File: config.mk
export PLATFORM = sky130hd
export DESIGN_NAME = fraction_lowest_terms_flat
export DESIGN_NICKNAME = d
export VERILOG_FILES = /design/src/hw/rtl/flt_pkg.sv /design/src/hw/rtl/flt_req_if.sv /design/src/hw/rtl/flt_rsp_if.sv /design/src/hw/rtl/flt_gcd.sv /design/src/hw/rtl/flt_div.sv /design/src/hw/rtl/fraction_lowest_terms.sv /design/src/flat_wrapper.sv
export SDC_FILE = /design/constraint.sdc
export NUM_CORES = 1
export LEC_CHECK = 0
export BUFFER_PORTS_ARGS = -buffer_cell sky130_fd_sc_hd__buf_2
export CAP_MARGIN = 20
export CORE_MARGIN = 3
export CORE_UTILIZATION = 55
export DETAILED_ROUTE_END_ITERATION = 6
export PLACE_DENSITY_LB_ADDON = 0.08
export SLEW_MARGIN = 0
export SYNTH_ARGS = -nofsm -noshare
export SYNTH_HDL_FRONTEND = slang
export SYNTH_SLANG_ARGS = --single-unit
File: constraint.sdc
create_clock -name clock -period 7.6 [get_ports clock]
set_clock_uncertainty 0.2 [all_clocks]
set_input_delay 0.38 -clock clock [delete_from_list [all_inputs] [get_ports clock]]
set_output_delay 0.38 -clock clock [all_outputs]
set_load 0.01 [all_outputs]
File: src/hw/rtl/flt_pkg.sv
// shared types and constants for the fraction reduction block
// no dependencies; imported by the interfaces and every module

package flt_pkg;

   localparam int unsigned DATA_BITS  = 31;
   localparam int unsigned SHIFT_BITS = $clog2(DATA_BITS + 1);

   typedef logic [DATA_BITS-1:0]  part_type;
   typedef logic [SHIFT_BITS-1:0] shift_type;

   typedef struct packed {
      logic busy;
      logic done;
   } unit_status_type;

   typedef enum logic [2:0] {
      ST_IDLE,
      ST_GCD,
      ST_DIV_NUM,
      ST_DIV_DEN,
      ST_OUT
   } state_type;

endpackage

File: src/hw/rtl/flt_req_if.sv
// request channel: numerator and denominator with valid/ready
// depends on flt_pkg

interface flt_req_if;
   import flt_pkg::*;

   logic     valid;
   logic     ready;
   part_type numerator;
   part_type denominator;

   modport source (output valid, numerator, denominator, input ready);
   modport sink (input valid, numerator, denominator, output ready);
endinterface

File: src/hw/rtl/flt_rsp_if.sv
// response channel: reduced numerator and denominator with valid/ready
// depends on flt_pkg

interface flt_rsp_if;
   import flt_pkg::*;

   logic     valid;
   logic     ready;
   part_type reduced_numerator;
   part_type reduced_denominator;

   modport source (output valid, reduced_numerator, reduced_denominator, input ready);
   modport sink (input valid, reduced_numerator, reduced_denominator, output ready);
endinterface

File: src/hw/rtl/flt_gcd.sv
// binary gcd unit: one subtract/compare/shift step per cycle
// depends on flt_pkg

module flt_gcd (
   input  logic                     clock,
   input  logic                     reset,
   input  logic                     start,
   input  flt_pkg::part_type        opa,
   input  flt_pkg::part_type        opb,
   output flt_pkg::unit_status_type status,
   output flt_pkg::part_type        gcd
);
   import flt_pkg::*;

   part_type           a_ff, a_in;
   part_type           b_ff, b_in;
   shift_type          k_ff, k_in;
   logic               busy_ff, busy_in;
   logic               done_ff, done_in;
   logic [DATA_BITS:0] diff;
   part_type           mag;

   // shared subtractor, magnitude of the difference
   assign diff = {1'b0, a_ff} - {1'b0, b_ff};
   assign mag  = diff[DATA_BITS] ? part_type'(~diff[DATA_BITS-1:0] + 1'b1)
                                 : diff[DATA_BITS-1:0];

   always_comb begin
      a_in    = a_ff;
      b_in    = b_ff;
      k_in    = k_ff;
      busy_in = busy_ff;
      done_in = 1'b0;
      if (start) begin
         a_in    = opa;
         b_in    = opb;
         k_in    = '0;
         busy_in = 1'b1;
      end else if (busy_ff) begin
         if (a_ff == b_ff) begin
            busy_in = 1'b0;
            done_in = 1'b1;
         end else begin
            case ({a_ff[0], b_ff[0]})
               2'b00: begin
                  // common factor of two
                  a_in = a_ff >> 1;
                  b_in = b_ff >> 1;
                  k_in = shift_type'(k_ff + 1'b1);
               end
               2'b01:   a_in = a_ff >> 1;
               2'b10:   b_in = b_ff >> 1;
               default: begin
                  // both odd: larger becomes half the difference
                  if (diff[DATA_BITS]) begin
                     b_in = mag >> 1;
                  end else begin
                     a_in = mag >> 1;
                  end
               end
            endcase
         end
      end
   end

   always_ff @(posedge clock) begin
      a_ff <= a_in;
      b_ff <= b_in;
      k_ff <= k_in;
      if (reset) begin
         busy_ff <= 1'b0;
         done_ff <= 1'b0;
      end else begin
         busy_ff <= busy_in;
         done_ff <= done_in;
      end
   end

   assign status.busy = busy_ff;
   assign status.done = done_ff;
   assign gcd         = a_ff << k_ff;

endmodule

File: src/hw/rtl/flt_div.sv
// restoring divider: one quotient bit per cycle, DATA_BITS quotient bits per division
// depends on flt_pkg

module flt_div (
   input  logic                     clock,
   input  logic                     reset,
   input  logic                     start,
   input  flt_pkg::part_type        dividend,
   input  flt_pkg::part_type        divisor,
   output flt_pkg::unit_status_type status,
   output flt_pkg::part_type        quotient
);
   import flt_pkg::*;

   part_type             rem_ff, rem_in;
   part_type             q_ff, q_in;
   part_type             dvs_ff, dvs_in;
   shift_type            cnt_ff, cnt_in;
   logic                 busy_ff, busy_in;
   logic                 done_ff, done_in;
   logic [DATA_BITS:0]   rem_sh;
   logic [DATA_BITS+1:0] trial;

   assign rem_sh = {rem_ff, q_ff[DATA_BITS-1]};
   assign trial  = {1'b0, rem_sh} - {2'b00, dvs_ff};

   always_comb begin
      rem_in  = rem_ff;
      q_in    = q_ff;
      dvs_in  = dvs_ff;
      cnt_in  = cnt_ff;
      busy_in = busy_ff;
      done_in = 1'b0;
      if (start) begin
         rem_in  = '0;
         q_in    = dividend;
         dvs_in  = divisor;
         cnt_in  = shift_type'(DATA_BITS);
         busy_in = 1'b1;
      end else if (busy_ff) begin
         if (trial[DATA_BITS+1]) begin
            rem_in = rem_sh[DATA_BITS-1:0];
            q_in   = {q_ff[DATA_BITS-2:0], 1'b0};
         end else begin
            rem_in = trial[DATA_BITS-1:0];
            q_in   = {q_ff[DATA_BITS-2:0], 1'b1};
         end
         cnt_in = shift_type'(cnt_ff - 1'b1);
         if (cnt_ff == shift_type'(1)) begin
            busy_in = 1'b0;
            done_in = 1'b1;
         end
      end
   end

   always_ff @(posedge clock) begin
      rem_ff <= rem_in;
      q_ff   <= q_in;
      dvs_ff <= dvs_in;
      cnt_ff <= cnt_in;
      if (reset) begin
         busy_ff <= 1'b0;
         done_ff <= 1'b0;
      end else begin
         busy_ff <= busy_in;
         done_ff <= done_in;
      end
   end

   assign status.busy = busy_ff;
   assign status.done = done_ff;
   assign quotient    = q_ff;

endmodule

File: src/hw/rtl/fraction_lowest_terms.sv
// fraction to lowest terms: binary gcd, then the shared divider twice.
// a fraction with a zero part goes straight to the output state; otherwise it passes
//   through the gcd, numerator division and denominator division states first.
// one beat at a time: a new beat is taken only once the previous one has left
//   the sequencer; the response register lets it wait downstream meanwhile.
// synchronous reset clears the sequencer and the response valid flag.

module fraction_lowest_terms (
   input logic      clock,
   input logic      reset,
   flt_req_if.sink   req_bus,
   flt_rsp_if.source rsp_bus
);
   import flt_pkg::*;

   state_type       state_ff, state_in;
   part_type        num_ff, num_in;
   part_type        den_ff, den_in;
   part_type        res_num_ff, res_num_in;
   part_type        res_den_ff, res_den_in;
   part_type        out_num_ff, out_num_in;
   part_type        out_den_ff, out_den_in;
   logic            rsp_valid_ff, rsp_valid_in;

   logic            accept;
   logic            zero_part;
   logic            out_free;
   logic            gcd_start;
   logic            div_start;
   logic            load_out;
   unit_status_type gcd_status;
   unit_status_type div_status;
   part_type        gcd;
   part_type        quotient;
   part_type        div_dividend;

   assign zero_part = (req_bus.numerator == '0) || (req_bus.denominator == '0);
   assign accept    = req_bus.valid && req_bus.ready;
   assign out_free  = !rsp_valid_ff || rsp_bus.ready;

   // the gcd unit loads straight from the accepted beat
   flt_gcd u_gcd (
      .clock  (clock),
      .reset  (reset),
      .start  (gcd_start),
      .opa    (req_bus.numerator),
      .opb    (req_bus.denominator),
      .status (gcd_status),
      .gcd    (gcd)
   );

   assign div_dividend = (state_ff == ST_GCD) ? num_ff : den_ff;

   flt_div u_div (
      .clock    (clock),
      .reset    (reset),
      .start    (div_start),
      .dividend (div_dividend),
      .divisor  (gcd),
      .status   (div_status),
      .quotient (quotient)
   );

   // next state
   always_comb begin
      state_in = state_ff;
      unique case (state_ff)
         ST_IDLE: begin
            if (req_bus.valid) begin
               state_in = zero_part ? ST_OUT : ST_GCD;
            end
         end
         ST_GCD:     if (gcd_status.done) state_in = ST_DIV_NUM;
         ST_DIV_NUM: if (div_status.done) state_in = ST_DIV_DEN;
         ST_DIV_DEN: if (div_status.done) state_in = ST_OUT;
         ST_OUT:     if (out_free) state_in = ST_IDLE;
         default:    state_in = ST_IDLE;
      endcase
   end

   // sequencer outputs
   always_comb begin
      req_bus.ready = 1'b0;
      gcd_start     = 1'b0;
      div_start     = 1'b0;
      load_out      = 1'b0;
      unique case (state_ff)
         ST_IDLE: begin
            req_bus.ready = 1'b1;
            gcd_start     = req_bus.valid && !zero_part;
         end
         ST_GCD:     div_start = gcd_status.done;
         ST_DIV_NUM: div_start = div_status.done;
         ST_DIV_DEN: ;
         ST_OUT:     load_out = out_free;
         default:    ;
      endcase
   end

   // datapath registers
   always_comb begin
      num_in     = num_ff;
      den_in     = den_ff;
      res_num_in = res_num_ff;
      res_den_in = res_den_ff;
      out_num_in = out_num_ff;
      out_den_in = out_den_ff;
      if (accept) begin
         num_in     = req_bus.numerator;
         den_in     = req_bus.denominator;
         res_num_in = req_bus.numerator;
         res_den_in = req_bus.denominator;
      end
      if (state_ff == ST_DIV_NUM && div_status.done) begin
         res_num_in = quotient;
      end
      if (state_ff == ST_DIV_DEN && div_status.done) begin
         res_den_in = quotient;
      end
      if (load_out) begin
         out_num_in = res_num_ff;
         out_den_in = res_den_ff;
      end
   end

   always_comb begin
      if (load_out) begin
         rsp_valid_in = 1'b1;
      end else if (rsp_bus.ready) begin
         rsp_valid_in = 1'b0;
      end else begin
         rsp_valid_in = rsp_valid_ff;
      end
   end

   always_ff @(posedge clock) begin
      num_ff     <= num_in;
      den_ff     <= den_in;
      res_num_ff <= res_num_in;
      res_den_ff <= res_den_in;
      out_num_ff <= out_num_in;
      out_den_ff <= out_den_in;
      if (reset) begin
         state_ff     <= ST_IDLE;
         rsp_valid_ff <= 1'b0;
      end else begin
         state_ff     <= state_in;
         rsp_valid_ff <= rsp_valid_in;
      end
   end

   assign rsp_bus.valid               = rsp_valid_ff;
   assign rsp_bus.reduced_numerator   = out_num_ff;
   assign rsp_bus.reduced_denominator = out_den_ff;

endmodule

File: src/flat_wrapper.sv
// flat-port wrapper written by rule: the top's interface ports become plain ports
module fraction_lowest_terms_flat import flt_pkg::*;
  (clock, reset, req_bus_valid, req_bus_numerator, req_bus_denominator, req_bus_ready, rsp_bus_valid, rsp_bus_reduced_numerator, rsp_bus_reduced_denominator, rsp_bus_ready);
  flt_req_if req_bus_i ();
  flt_rsp_if rsp_bus_i ();
  input logic clock;
  input logic reset;
  input wire logic [$bits(req_bus_i.valid)-1:0] req_bus_valid;
  input wire logic [$bits(req_bus_i.numerator)-1:0] req_bus_numerator;
  input wire logic [$bits(req_bus_i.denominator)-1:0] req_bus_denominator;
  output wire logic [$bits(req_bus_i.ready)-1:0] req_bus_ready;
  output wire logic [$bits(rsp_bus_i.valid)-1:0] rsp_bus_valid;
  output wire logic [$bits(rsp_bus_i.reduced_numerator)-1:0] rsp_bus_reduced_numerator;
  output wire logic [$bits(rsp_bus_i.reduced_denominator)-1:0] rsp_bus_reduced_denominator;
  input wire logic [$bits(rsp_bus_i.ready)-1:0] rsp_bus_ready;
  assign req_bus_i.valid = req_bus_valid;
  assign req_bus_i.numerator = req_bus_numerator;
  assign req_bus_i.denominator = req_bus_denominator;
  assign req_bus_ready = req_bus_i.ready;
  assign rsp_bus_valid = rsp_bus_i.valid;
  assign rsp_bus_reduced_numerator = rsp_bus_i.reduced_numerator;
  assign rsp_bus_reduced_denominator = rsp_bus_i.reduced_denominator;
  assign rsp_bus_i.ready = rsp_bus_ready;
  fraction_lowest_terms u_core (.clock(clock), .reset(reset), .req_bus(req_bus_i), .rsp_bus(rsp_bus_i));
endmodule
# Word-level counts from Yosys, hierarchy flattened
# Index checks and enable logic that the tools add are counted.
[word_totals]
reg_bits = 359
latchBits = 0
mem_bits_rw = 0
romBits = 0
inputBits = 66
wordCells = 113
n_memories = 0
[op_classes]
addsub = 5
mul = 0
div_mod_pow = 0
order_cmp = 0
eq_ne = 17
shift = 1
n_mux = 41
n_bitwise = 4
reduce_logical = 26
[ops]
columns = ["operator", "n"]
rows = [
  ["two-way mux 31 bit", 17],
  ["case mux 31 bit (2 select lines)", 2],
  ["logical NOT 31 bit", 2],
  ["subtractor 32 x 31 -> 33 bit", 1],
  ["subtractor 31 x 31 -> 32 bit", 1],
  ["adder 31 x 1 -> 31 bit (second input constant)", 1],
  ["== test 31 bit", 1],
  ["NOT 31 bit", 1],
  ["left shift 31 x 5 -> 31 bit", 1],
  ["two-way mux 3 bit", 6],
  ["case mux 3 bit (5 select lines)", 1],
  ["two-way mux 1 bit", 14],
  ["nonzero test 2 bit", 5],
  ["inequality test 2 x 1 -> 1 bit (second input constant)", 4],
  ["inequality test 2 bit (second input constant)", 4],
  ["AND reduction 4 bit", 2],
  ["== test 3 x 2 -> 1 bit (second input constant)", 2],
  ["OR reduction 3 bit", 2],
  ["adder 5 x 1 -> 5 bit (second input constant)", 1],
  ["== test 5 x 1 -> 1 bit (second input constant)", 1],
  ["AND reduction 5 bit", 1],
  ["subtractor 5 x 1 -> 5 bit (second input constant)", 1],
  ["logical AND 1 bit", 4],
  ["OR reduction 2 bit", 2],
  ["13 further kinds", 17],
]

# Depth between registers and ports, before layout
# Gate-level depths: netlist of the first run.
[logic_depth]
depth_word = 9
depth_mapped = 16
ltp_nobuf = 14

# Modules after synthesis
# A second synthesis of the first run with hierarchy kept.
[unflattened]
cells_unflattened = 1931
area_unflattened_um2 = 20998.9
[by_module_without_submodules]
columns = ["mod", "n_inst", "cells_per_inst", "area_each_um2"]
rows = [
  ["flt_gcd", 1, 1016, 7988.9],
  ["fraction_lowest_terms", 1, 348, 7216.9],
  ["flt_div", 1, 567, 5793.1],
]

# Worst setup path before layout of the first run
# No wires, ideal clock.
[synth_timing]
path_kind = "register to register"
start = "register u_core.u_gcd.a_ff[5]"
end = "register u_core.u_gcd.a_ff[0] (enable)"
setup_ns = 0.468
arrival_ns = 4.958
slack_ns = 1.974
path_stages_with_launch = 13
path_cell_list = "edfxtp_1 -> ha_1 -> buf_2 -> and3_1 -> o21ai_0 -> a21oi_1 -> o21ai_0 -> a211oi_1 -> o211ai_1 -> nand2_1 -> clkbuf_1 -> nor2_1 -> o32ai_1"
[synth_via]
elab_chain_len = 3
word_cells_on_any_way = 5
cone_classes = "1 x add/sub; 3 x eq/ne; 1 x reduce/logical"
[synth_lines]
columns = ["element", "line_no", "source"]
rows = [
  ["from (decl)", "flt_gcd.sv:15", "part_type a_ff, a_in;"],
  ["from (signal assigned)", "flt_gcd.sv:67", "a_ff <= a_in;"],
  ["subtractor 31 x 31 -> 32 bit / == test 31 bit (equally long branches)", "flt_gcd.sv:24, flt_gcd.sv:40", ""],
  ["inequality test 3 x 2 -> 1 bit (no line) / inequality test 2 x 1 -> 1 bit (equally long branches)", "n/a", ""],
  ["AND reduction 4 bit (no line) *", "n/a", ""],
]
# Mark *: on every way between the ends. The rest lies on a longest branch, timed or not.
# A chain may end at the register's enable or synchronous reset.

# Final worst setup path of the first run
[layout_timing]
start = "register u_core.u_gcd.a_ff[0]"
end = "register u_core.u_gcd.a_ff[25], data pin"
[layout_via]
elab_chain_len = 9
word_cells_on_any_way = 13
cone_classes = "2 x add/sub; 2 x eq/ne; 6 x mux; 1 x bitwise; 2 x reduce/logical"
[layout_lines]
columns = ["element", "line_no", "source"]
rows = [
  ["subtractor 31 x 31 -> 32 bit", "flt_gcd.sv:24", "assign diff = {1'b0, a_ff} - {1'b0, b_ff};"],
  ["NOT 31 bit", "flt_gcd.sv:25", "assign mag = diff[DATA_BITS] ? part_type'(~diff[DATA_BITS-1:0] + 1'b1)"],
  ["adder 31 x 1 -> 31 bit", "flt_gcd.sv:25", ""],
  ["two-way mux 31 bit", "flt_gcd.sv:25", ""],
  ["two-way mux 31 bit", "flt_gcd.sv:55", "if (diff[DATA_BITS]) begin"],
  ["case mux 31 bit (2 select lines) *", "flt_gcd.sv:44", "case ({a_ff[0], b_ff[0]})"],
  ["two-way mux 31 bit *", "flt_gcd.sv:40", "if (a_ff == b_ff) begin"],
  ["two-way mux 31 bit *", "flt_gcd.sv:39", "end else if (busy_ff) begin"],
  ["two-way mux 31 bit *", "flt_gcd.sv:34", "if (start) begin"],
  ["via u_core.u_gcd.a_in[25]", "flt_gcd.sv:15", ""],
]
# Mark *: on every way through the listed nets, which the timed path passes. The rest lies on a longest branch. The select of a mux whose other input is x is not followed.

==> results.json, run 1 <==
{
  "gp_congestion": 0.940,
  "start_util_pct": 56.6,
  "drc": 0,
  "dieArea_mm2": 0.0395,
  "io_pins": 130,
  "relSlewSlack_pct": 36.2,
  "worstPathMaxFanout": 11,
  "worstHoldPathType": "in2reg",
  "clockRootBuffer": "clkbuf_16",
  "hold-worst-slack_ps": 188,
  "core_mm2": 0.0361,
  "postRouteAntennaNets": 0,
  "vias": 16028,
  "clk_pin_slew_ps": 60,
  "synthDistinctLibCells": 81,
  "ctsHoldBuffers": 64,
  "synth_seq_area_share_pct": 50.4,
  "dr.pass1.iters": 7,
  "row_count": 69,
  "synthFlopType": "edfxtp_1",
  "clock.fmax_mhz": 194,
  "clock_latency_ps": 570,
  "status": "finished, final reports clean",
  "synth_largest_area_cell": "edfxtp_1",
  "antenna_found_initial": 2,
  "crit_required_ps": 7680,
  "avgViaCountPerCell": 6.21,
  "cts_sinks": 359,
  "synth_nets": 2068,
  "nFillCells": 2894,
  "grt_pass1_wl_mm": 90.7,
  "port_buffers": 129,
  "p_per_area_mw_per_mm2": 438,
  "ys_ff_latch": 359,
  "p_leak_nw": 9.11,
  "post_cts_resized": 0,
  "overflow": 0,
  "grt_use_total_pct": 30.1,
  "dieWidth_um": 199,
  "cp-end-kind": "flip-flop",
  "routed_wl_mm": 58.9,
  "cts_tree": "done",
  "wire_per_inst_um": 22.8,
  "avgSynthCellArea_um2": 10.6,
  "startpoint_type": "flip-flop",
  "synthToLayoutAreaGrowth_pct": 14.9,
  "report.final.slew_viol_count": 0,
  "fin_crit_ps": 5140,
  "synth_top_area_share_pct": 45.6,
  "grt_setup_unrepaired": "false",
  "hold_viol": 0,
  "drt_iter0_drc": 1249,
  "htreeDepth": 2,
  "ys_async_sr_fraction_pct": 0,
  "synthCells": 1932,
  "fp.dieH_um": 199,
  "nets": 2229,
  "grt_pass1_vias": 15700,
  "finalSetupViolations": 0,
  "grt_start_max_net_pins": 66,
  "dp_hpwl_mm": 42.3,
  "cts_buffer_depth": 3,
  "drv_cap": 0,
  "final_cell_mix": "edfxtp_1, nand2_1, o21ai_0",
  "final_common_cell": "edfxtp_1",
  "numCtsBuffers": 40,
  "worstMarginPinSlew_ps": 957,
  "finalSetupTns_ps": 0,
  "finalCritPeriodShare_pct": 67.7,
  "irDropWorstVdd_mv": 0.379,
  "drive_gt1_share_pct": 15.9,
  "cp.arrival_ps": 5220,
  "synth.area.top_cells": "edfxtp_1, mux2i_1, dfxtp_1",
  "synthesis.area_mm2": 0.0204,
  "post-cts-setup-buffer-count": 0,
  "synth-edff-count": 310,
  "yosys_warnings": 0,
  "crit_type": "reg2reg"
}
-- metrics by stage --
step / cell area, um^2 / util (%) / worst slack [ps] / cells / total power, mW
2_1_floorplan: 20400 / - / 1970 / 1932 / 6.78
3_3_place_gp: 21500 / 59.6 / 2710 / 2444 / 8.26
3_5_place_dp: 21500 / 59.6 / 2590 / 2444 / 8.29
4_1_cts: 23400 / 64.9 / 2550 / 2578 / 10.2
5_1_grt: 23500 / 65.0 / 2040 / 2582 / 10.9
6_report: 23500 / 65.0 / 2460 / 2583 / 10.3
-- cells in the mapped netlist (all sizes together), types with 8 or more instances --
cell type  count
and3          11
mux4           8
or2            8
mux2          75
inv           95
nand3         34
and2          12
nor2b         19
ha            68
nand2b        19
a31oi         12
xor2          17
a21oi        127
a211oi        27
nand2        202
o22ai         14
o21ai        150
nor4          27
nand4         23
a2111oi       14
o21a          14
clkbuf        77
and4           9
o31ai         12
nor3          44
o211ai        19
xnor2         47
nor2         130
dfxtp         49
or3           14
mux2i        107
edfxtp       310
a21o          31
buf           26
-- flip-flops by register name, summed over array words and instances, names as in the netlist --
name	flops
u_core.u_div.rem_ff	31
u_core.rsp_bus.valid	1
u_core.num_ff	31
u_core.u_div.done_ff	1
u_core.u_gcd.k_ff	5
u_core.res_den_ff	31
u_core.u_gcd.a_ff	31
u_core.u_gcd.b_ff	31
u_core.u_gcd.busy_ff	1
u_core.den_ff	31
u_core.u_div.dvs_ff	31
u_core.state_ff	3
u_core.rsp_bus.reduced_numerator	31
u_core.res_num_ff	31
u_core.u_gcd.done_ff	1
u_core.u_div.cnt_ff	5
u_core.u_div.quotient	31
u_core.rsp_bus.reduced_denominator	31
u_core.u_div.busy_ff	1
-- metal layers --
metal | part of all wire (%) | GRT usage, % | up-vias
met4 | 4.2 | 12.4 | 0
li1 | - | - | 7538
met2 | 47 | 48.9 | 632
met1 | 42 | 39.9 | 7728
met5 | 0 | 0 | -
met3 | 7.3 | 5.81 | 130
-- path summary, 6_finish.rpt --
path	startpoint	end	slack, ps	cells past startpoint
worst max-delay path	u_core.u_gcd.a_ff[0]	u_core.u_gcd.a_ff[25]	2460	15
worst max register to register	u_core.u_gcd.a_ff[0]	u_core.u_gcd.a_ff[25]	2460	15
worst min-delay path	req_bus_valid	u_core.state_ff[2]	190	6
worst min register to register	u_core.res_den_ff[11]	u_core.rsp_bus.reduced_denominator[11]	210	0
-- power by group --
group	internal (mW)	switching, mW	leakage (nW)
clock network	1.09	0.794	0.616
logic	2.01	3.56	5.17
registers	2.59	0.235	3.32
-- cell type report --
cell class | instances | area [um^2] | share of cell area (%)
repair buffers | 222 | 1530 | 6.52
well taps | 461 | 577 | 2.46
diodes | 1 | 2.50 | 0.0107
clock buffers | 49 | 1040 | 4.45
multi-input cells | 1375 | 9450 | 40.3
inverters | 95 | 357 | 1.52
clock inverters | 21 | 218 | 0.928
flip-flops and latches | 359 | 10300 | 43.9
-- critical path: stages, from the launching register on --
cell and delay [ps]:
edfxtp_1 460, inv_1 120, ha_1 320, inv_1 90
fa_1 430, a211oi_1 390, o21ai_1 340, and3_1 250
or3_1 340, a221oi_2 400, o311ai_2 270, nor4_1 430
buf_4 240, a21oi_1 90, xnor2_1 300, o221ai_1 190
-- logic make-up after synthesis --
logic type      synth area share [%]
fa+ha+maj                       4.36
compound gates                  14.9
flops                           50.4
mux                             10.3
buf+inv                         3.72
simple gates                    13.6
xor+xnor                        2.75
Note: power is estimated with default switching activity, not from simulation.
==> run 2, diff against run 1 <==
Clock period 7.6 ns to 4.2 ns, I/O delays scaled along.
==> run 2 against run 1 <==
Against the previous run:
- the run now ends with setup timing left
- final cell count rose by 4.1%
- die area did not move
- total power rose by 100%
- register-to-register slack got worse by 2500 ps
- critical path depth rose by 2
- first-iteration DRC count rose by 13%
- worst setup slack got worse by 2500 ps
- global-route usage rose by 0.57 points
- sequential share of layout area fell by 2.1 points
- critical path type unchanged
- largest cell class unchanged
==> results.json, run 2 (synthesis results as in run 1) <==
{
  "cp-end-kind": "flip-flop",
  "finalSetupTns_ps": -255,
  "drc": 0,
  "grt_use_total_pct": 30.7,
  "final_util_pct": 68.3,
  "worstMarginPinSlew_ps": 1000,
  "synthToLayoutAreaGrowth_pct": 20.8,
  "p_per_area_mw_per_mm2": 844,
  "antenna_found_initial": 3,
  "dr.pass1.iters": 5,
  "clock.fmax_mhz": 234,
  "crit_type": "reg2reg",
  "p_leak_nw": 9.70,
  "vias": 16609,
  "nets": 2333,
  "status": "finished with violations",
  "io_pins": 130,
  "final_cell_mix": "edfxtp_1, nand2_1, o21ai_0",
  "crit_required_ps": 4280,
  "clk_pin_slew_ps": 60,
  "core_mm2": 0.0361,
  "start_util_pct": 56.6,
  "min_from": "u_core.res_den_ff[8]",
  "hold_viol": 0,
  "stdcell_count": 2690,
  "cpMaxStageDelayCell": "edfxtp_1",
  "finalCritPeriodShare_pct": 102,
  "dieWidth_um": 199,
  "wire_per_inst_um": 22.8,
  "slowest_delay_ps": 410,
  "critPathLaunch": "u_core.u_gcd.a_ff[0]",
  "diodes": 0,
  "fin_ws_ps": -68.4,
  "cts_tree": "done",
  "final_common_cell": "edfxtp_1",
  "clock_latency_ps": 570,
  "htreeDepth": 2,
  "relSlewSlack_pct": 33.1,
  "overflow": 0,
  "r2r_start": "u_core.u_gcd.a_ff[0]",
  "worstPathCellList": "inv_2, ha_4, inv_2, fa_2, a211o_1, buf_4, a21boi_1, o21ai_0, o2111a_1, a2111oi_4, buf_4, nand3_2, nor4_4, buf_6, a21oi_4, xnor2_2, o221ai_1",
  "drv_cap": 0,
  "fin_crit_ps": 4270,
  "drive_gt1_share_pct": 21.9,
  "numCtsBuffers": 40,
  "gp_congestion": 0.920,
  "grt_pass1_wl_mm": 92.9,
  "power_mw": 20.8,
  "worstHoldPathType": "reg2reg",
  "report.final.slew_viol_count": 0,
  "clockRootBuffer": "clkbuf_16",
  "avgViaCountPerCell": 6.17,
  "cts_sinks": 359,
  "dp_cells": 2537,
  "startpoint_type": "flip-flop",
  "violations": "setup timing",
  "postRouteAntennaNets": 0,
  "drt_iter0_drc": 1407,
  "grt_start_max_net_pins": 85,
  "dp_slack_ps": -262,
  "grt_pass1_vias": 16276,
  "cts_buffer_depth": 3,
  "dp_hpwl_mm": 43.9,
  "routed_wl_mm": 61.4,
  "worstPathMaxFanout": 6,
  "dieArea_mm2": 0.0395,
  "row_count": 69,
  "irDropWorstVdd_mv": 0.780,
  "cp.arrival_ps": 4350,
  "finalSetupViolations": 6,
  "grt_setup_unrepaired": "true",
  "fp.dieH_um": 199,
  "nFillCells": 2773,
  "port_buffers": 129
}
[run 2: routing by layer]
metal	routed length [um]	global-route usage, %	share of wire, %
met1	24900	39.7	41
met5	0	0	0
met3	4300	5.67	7.0
met2	29500	51.2	48
met4	2730	12.6	4.4
[run 2: path summary, 6_finish.rpt]
path,end,slack (ps),depth (start not counted)
worst max-delay path,u_core.u_gcd.b_ff[25],-70,17
worst min register to register,u_core.rsp_bus.reduced_denominator[8],210,0
worst min-delay path,u_core.rsp_bus.reduced_denominator[8],210,0
worst max register to register,u_core.u_gcd.b_ff[25],-70,17
[run 2: per-stage QoR]
stage | cell area, um^2 | hold slack, ps
finish | 24700 | 210
global route | 24700 | 215
CTS | 24200 | 181
detailed placement | 22300 | 205
global placement | 22300 | 202
floorplan | 20500 | 109
[run 2: report_power, final]
part / total [mW] / internal, mW / switching, mW
clock: 3.37 / 1.93 / 1.44
sequential: 5.04 / 4.68 / 0.359
combinational: 12.4 / 5.09 / 7.32
[run 2: critical path: cells and delay by family (launching register included)]
family | cells | cell delay, ps
flip-flops | 1 | 410
AND/OR/NAND/NOR | 2 | 460
XOR/XNOR | 1 | 180
buffers and inverters | 5 | 700
adder cells (fa/ha/maj) | 2 | 500
AO/OA/AOI/OAI | 7 | 1530
[run 2: final cells by class]
cell class | count | area [um^2] | area share, %
Clock inverter | 23 | 193 | 0.781
Timing Repair Buffer | 326 | 2380 | 9.66
Sequential cell | 359 | 10300 | 41.7
Clock buffer | 51 | 1060 | 4.31
Inverter | 95 | 357 | 1.45
Multi-Input combinational cell | 1375 | 9800 | 39.7
Tap cell | 461 | 577 | 2.34
[run 2: timing repair]
action,CTS,global route
endpoints found under the setup margin,8,130
endpoints found under the hold margin,193,0
cloned,0,2
setup buffers,2,11
gates resized for setup,4,81
pin swaps,4,42
hold buffers,65,0
